**src/rtl/lav_pkg.sv**
```systemverilog
package lav_pkg;

  localparam int unsigned FracBits = 16;
  // magnitude width of a vector entering the normalizer (difference or cross product)
  localparam int unsigned NvW = FracBits + 34;
  localparam int unsigned AxW = FracBits + 2;
  localparam int unsigned QW = FracBits + 1;
  localparam int unsigned RemW = FracBits + 32;
  localparam int unsigned BitsW = $clog2(NvW + 1);
  localparam int unsigned NormShift = 30;
  localparam int unsigned SqSteps = 32;
  localparam int unsigned SqPerStg = 2;
  localparam int unsigned SqStg = SqSteps / SqPerStg;
  localparam int unsigned NormLat = 5 + SqStg + 1 + QW + 1;

  typedef enum logic [1:0] {
    ROW_RIGHT = 2'd0,
    ROW_UP    = 2'd1,
    ROW_FWD   = 2'd2
  } row_e;

  typedef struct packed {
    logic signed [31:0] pos_x;
    logic signed [31:0] pos_y;
    logic signed [31:0] pos_z;
    logic signed [31:0] target_x;
    logic signed [31:0] target_y;
    logic signed [31:0] target_z;
    logic signed [31:0] up_x;
    logic signed [31:0] up_y;
    logic signed [31:0] up_z;
  } in_t;

  typedef struct packed {
    logic [1:0]         row_index;
    logic signed [31:0] col0;
    logic signed [31:0] col1;
    logic signed [31:0] col2;
    logic signed [31:0] col3;
    logic               last_row;
    logic               degenerate;
  } out_t;

  typedef logic [2:0][NvW-1:0] nvec_t;
  typedef logic [2:0][AxW-1:0] axvec_t;

  // three rows of one matrix: axis[row][component], row order right, up, forward
  typedef struct packed {
    logic [2:0][2:0][31:0] axis;
    logic [2:0][31:0]      col3;
    logic                  degen;
  } rowset_t;

  typedef struct packed {
    logic [63:0] x;
    logic [63:0] r;
  } sq_t;

  // one digit of the bit-pair integer square root
  function automatic sq_t sq_step(sq_t s, int unsigned j);
    logic [63:0] b;
    logic [63:0] t;
    sq_t         o;
    b = 64'd1 << (62 - 2 * j);
    t = s.r + b;
    if (s.x >= t) begin
      o.x = s.x - t;
      o.r = (s.r >> 1) + b;
    end else begin
      o.x = s.x;
      o.r = s.r >> 1;
    end
    return o;
  endfunction

  // 2*FracBits fraction bits down to FracBits, half away from zero
  function automatic logic signed [63:0] round_frac(logic signed [63:0] x);
    logic [63:0] mag;
    logic [63:0] r;
    mag = x[63] ? (64'd0 - 64'(x)) : 64'(x);
    r = (mag + (64'd1 << (FracBits - 1))) >> FracBits;
    return x[63] ? $signed(64'd0 - r) : $signed(r);
  endfunction

  function automatic logic [31:0] sat32(logic signed [63:0] x);
    logic [31:0] r;
    if (x > 64'sd2147483647) begin
      r = 32'h7fff_ffff;
    end else if (x < -64'sd2147483648) begin
      r = 32'h8000_0000;
    end else begin
      r = x[31:0];
    end
    return r;
  endfunction

endpackage

```
**src/rtl/lav_rows.sv**
```systemverilog
module lav_rows (
  input  logic             clk_i,
  input  logic             rst_ni,
  input  logic             ld_i,
  input  lav_pkg::rowset_t rows_i,
  output logic             free_o,
  output logic             out_valid_o,
  input  logic             out_stall_i,
  output lav_pkg::out_t    out_word_o
);

  logic             busy_q;
  lav_pkg::row_e    row_q;
  lav_pkg::rowset_t set_q;
  logic             take;
  logic             last;

  assign take = busy_q && !out_stall_i;
  assign last = (row_q == lav_pkg::ROW_FWD);
  assign free_o = !busy_q || (take && last);
  assign out_valid_o = busy_q;

  always_comb begin
    out_word_o.row_index  = row_q;
    out_word_o.col0       = set_q.axis[row_q][0];
    out_word_o.col1       = set_q.axis[row_q][1];
    out_word_o.col2       = set_q.axis[row_q][2];
    out_word_o.col3       = set_q.col3[row_q];
    out_word_o.last_row   = last;
    out_word_o.degenerate = set_q.degen;
  end

  always_ff @(posedge clk_i or negedge rst_ni) begin
    if (!rst_ni) begin
      busy_q <= 1'b0;
      row_q  <= lav_pkg::ROW_RIGHT;
    end else if (ld_i) begin
      busy_q <= 1'b1;
      row_q  <= lav_pkg::ROW_RIGHT;
    end else if (take) begin
      unique case (row_q)
        lav_pkg::ROW_RIGHT: row_q <= lav_pkg::ROW_UP;
        lav_pkg::ROW_UP:    row_q <= lav_pkg::ROW_FWD;
        default: begin
          busy_q <= 1'b0;
          row_q  <= lav_pkg::ROW_RIGHT;
        end
      endcase
    end
  end

  always_ff @(posedge clk_i) begin
    if (ld_i) begin
      set_q <= rows_i;
    end
  end

endmodule

```
**config.mk**
```make
export PLATFORM = sky130hd
export DESIGN_NAME = lav_rows
export DESIGN_NICKNAME = d
export VERILOG_FILES = /design/src/rtl/lav_pkg.sv /design/src/rtl/lav_rows.sv
export SDC_FILE = /design/constraint.sdc
export NUM_CORES = 1
export LEC_CHECK = 0
export BUFFER_PORTS_ARGS = -buffer_cell sky130_fd_sc_hd__buf_4
export CORE_AREA = 2 2 203 205
export DETAILED_ROUTE_END_ITERATION = 16
export DIE_AREA = 0 0 205 207
export GPL_TIMING_DRIVEN = 0
export PLACE_DENSITY = 0.67
export SYNTH_ARGS = -nofsm -noshare
export SYNTH_HDL_FRONTEND = slang
export SYNTH_SLANG_ARGS = --single-unit
```
**constraint.sdc**
```tcl
create_clock -name clk_i -period 2.8 [get_ports clk_i]
set_input_delay 0.56 -clock clk_i [delete_from_list [all_inputs] [get_ports clk_i]]
set_output_delay 0.56 -clock clk_i [all_outputs]
set_load 0.03 [all_outputs]
```
# Word-level counts from Yosys, hierarchy flattened
# Cells that the tools add are included.
classes:
  add_sub_neg: 0
  n_mul: 0
  n_div: 0
  order_cmp: 1
  eq_ne: 3
  n_shift: 0
  n_mux: 10
  n_bitwise: 0
  n_reduce_logical: 9
ops:
  columns: ["cell", "count"]
  rows:
  - ["$bmux W96 S2", 1]
  - ["$mux W96", 1]
  - ["$bmux W32 S2", 1]
  - ["$mux W32", 1]
  - ["$mux W2", 2]
  - ["$pmux W2 S2", 1]
  - ["$lt A2 B3 Y1 const B", 1]
  - ["$mux W1", 3]
  - ["$eq A2 B1 Y1 const B", 1]
  - ["$eq A2 B2 Y1 const B", 1]
  - ["$logic_and A1 B1 Y1", 2]
  - ["$logic_not A1 Y1", 2]
  - ["$logic_not A2 Y1", 1]
  - ["$ne A2 B1 Y1 const B", 1]
  - ["$reduce_and A2 Y1", 1]
  - ["$reduce_bool A2 Y1", 1]
  - ["$reduce_or A2 Y1", 1]
  - ["$logic_or A1 B1 Y1", 1]
word_totals:
  reg_bits: 388
  latchBits: 0
  ram_bits: 0
  romBits: 0
  input_bits: 389
  output_inout_bits: 134
  wordCells: 38
  mem_count: 0

# Depth between registers and ports, before layout
logic_depth:
  ltp_word: 5
  ltp_mapped: 6
  ltp_nobuf: 3

# Least setup slack after synthesis
# Ideal clock, no wire load.
synth_timing:
  path_kind: "reg2out"
  startpoint: "register row_q[1]"
  endpoint: "output out_word_o[13] (netlist name)"
  t_arrival_ps: 1832
  required_ps: 2240
  slack_ps: 408
  path_stages_with_launch: 6
  path_buffers: 3
  cell_sequence: "dfrtp_1 -> buf_2 -> buf_4 -> clkbuf_4 -> mux2i_1 -> o21ai_0"
synth_rtl:
  columns: ["element", "line", "rtl"]
  rows:
  - ["start: declaration", "lav_rows.sv:13", "lav_pkg::row_e row_q;"]
  - ["start signal: assignment", "lav_rows.sv:36", "row_q <= lav_pkg::ROW_RIGHT;"]
  - ["start signal: assignment", "lav_rows.sv:39", "row_q <= lav_pkg::ROW_RIGHT;"]
  - ["start signal: assignment", "lav_rows.sv:42", "lav_pkg::ROW_RIGHT: row_q <= lav_pkg::ROW_UP;"]
  - ["end: declaration", "lav_rows.sv:9", "output lav_pkg::out_t out_word_o"]

==> results.toml <==
[synthesis]
synth.top_cell.area_share_pct = 80.4
syn_nets = 1218
ys.flop_type = "edfxtp_1"
ys_types = 17
synth_edf_count = 385
yosysTopAreaCell = "edfxtp_1"
yosysMostFrequentCell = "edfxtp_1"
netlist_instances = 829
synthesis.area_mm2 = 0.0144
ys_seq_area_share_pct = 80.9
yosys_register_bits = 388
yosysWarnings = 0
synth.top_cells.by_area = "edfxtp_1 (80%), mux2i_1 (9.0%), o21ai_0 (3.4%)"
synthTopCellsByCount = "edfxtp_1 (385), mux2i_1 (130), nand2_1 (128)"
synthArstFlopShare_pct = 0.773
syn_area_per_cell_um2 = 17.4

[outcome]
status = "completed"

[min_path]
min_path_type = "primary input to flop"

[clock_network]
cts_buffer_depth = 3
clk_latency_ns = 0.55
path_clk_slew_ns = 0.06
cts_made_buffers = 42
cts_root_buffer = "clkbuf_16"
cts.sink_count = 388
cts_max_level = 2
cts_tree = "done"

[placement]
dp_slack_ns = -0.0703
io_buffers = 522
dp.final_hpwl_um = 28200
place_area_mm2 = 0.0191
gp_congestion = 0.824

[cells_and_area]
synthToLayoutAreaGrowth_pct = 43.2
drive_gt1_share_pct = 44.1
final_area_mm2 = 0.0206
final.fill_count = 3341
seq_area_mm2 = 0.0116
nets = 1790
multi_input_area_mm2 = 0.00251
n_antenna_cell = 0

[critical_path]
end_kind = "output port"
crit_fanout = 10
arrival_ns = 2.17
critPathLaunchType = "flop"
critPathSlowestCell = "dfrtp_1"
crit_buf_inv = 4
crit_chain = "buf_4, and2b_4, clkbuf_16, buf_6, nand2_1, o21ai_0, buf_4"
path_class = "flop to output port"
cp_common_cell = "buf_4"
cpLargestDelayFamily = "buffers and inverters"
max_stage_delay_ns = 0.38
required_ns = 2.24

[timing]
tightestPinTransition_ns = 0.729
setup_viol = 0
worst_clock_skew_ns = 0.000476
slew_headroom_pct = 51.4
whs_ns = 0.185
fmax_ghz = 0.366
rsz0062_at_grt = "true"
fin_setup_tns_ns = 0
min_period_ns = 2.73
hold_viol = 0
fin_ws_ns = 0.0693
finalCritPeriodShare_pct = 97.5
drv_slew = 0

[floorplanning]
die_y_um = 207
core_area_mm2 = 0.0404
fp.dieW_um = 205
start_util_pct = 35.6
die-area_mm2 = 0.0424
rows = 74
io_pins = 523

[global_routing]
grt_pass1_vias = 9491
track_usage_pct = 17.8
grt_start_max_net_pins = 126
grt_overflow_total = 0
grt_pass1_wl_um = 55800
antenna_found_initial = 0

[pwr]
p_leak_nw = 7.90
ir_worst_vdd_uv = 501
power.density_mw_per_mm2 = 721
total_power_mw = 14.9

[drt]
wl_per_cell_um = 19.9
drtPass1Iterations = 5
vias_per_cell = 4.67
vias = 9172
routed_wl_um = 39100
ant_nets = 0
drc = 0
drt_iter0_drc = 529

[flow_run]
maxCapViolations = 0
[sequential cells by signal, summed over array words and instances, names as in the netlist]
| signal | flops |
|---|---|
| set_q | 384 |
| row_q | 2 |
| out_valid_o | 1 |
| out_word_o | 1 |
[metal layers]
layer | vias up | GRT usage (%) | wire length (um)
met5 | - | 0 | 0
met4 | 0 | 9.03 | 1700
met3 | 101 | 6.50 | 3860
met2 | 408 | 30.5 | 19600
met1 | 4372 | 19.1 | 13900
li1 | 4291 | - | -
[cell usage in the layout, fill, tap and decap left out, drive strengths merged]
cell         instances
a21o                 1
and2b                1
buf                557
bufinv               4
clkbuf              64
clkinv              15
clkinvlp             4
dfrtp                3
dlygate4sd3          1
edfxtp             385
inv                  4
mux2i              130
nand2              128
nand2b               2
nor2                 3
nor2b                1
o21ai              129
[logic make-up (layout without fill, tap and decap cells)]
family	Yosys count	count (layout)	synth area share [%]
compound gates	130	130	4.54
buf+inv	46	649	1.92
mux	130	130	9.05
simple gates	135	135	3.60
flops	388	388	80.9
[final cells by class]
class                   instances  share of cell area [%]
repair buffers                528                    19.7
inverters                       1                  0.0182
flip-flops and latches        388                    56.5
multi-input cells             395                    12.2
well taps                     532                    3.23
plain buffers                  45                    1.83
clock inverters                26                    1.21
clock buffers                  49                    5.33
[report_power, final]
group,switching (mW),internal (mW)
clock,2.20,3.19
sequential,0.130,6.90
combinational,1.41,1.02
total,3.74,11.1
[what timing repair did]
item,4_1_cts,5_1_grt
setup endpoints to repair,128,33
hold buffers,1,0
endpoints found under the hold margin,3,0
gates resized for setup,24,26
gates cloned,0,1
setup buffers,1,0
[through the flow]
step | utilization [%] | instances
after floorplan | - | 829
after global placement | 47.0 | 1883
after detailed placement | 47.2 | 1886
after CTS | 50.8 | 1963
after global routing | 51.0 | 1964
final | 51.0 | 1964
[final timing paths]
check	from	to	slack (ns)	depth (start not counted)
worst max-delay path	row_q[1]	out_word_o[77]	0.07	7
worst min-delay path	rows_i[306]	set_q[306]	0.18	1
worst max register to register	row_q[0]	row_q[0]	1.36	5
worst min register to register	out_valid_o	out_valid_o	0.59	1
max in group asynchronous	rst_ni	row_q[0]	2.35	2
min in group asynchronous	rst_ni	out_valid_o	0.34	2
No activity file was read; power rests on OpenSTA's default activity.
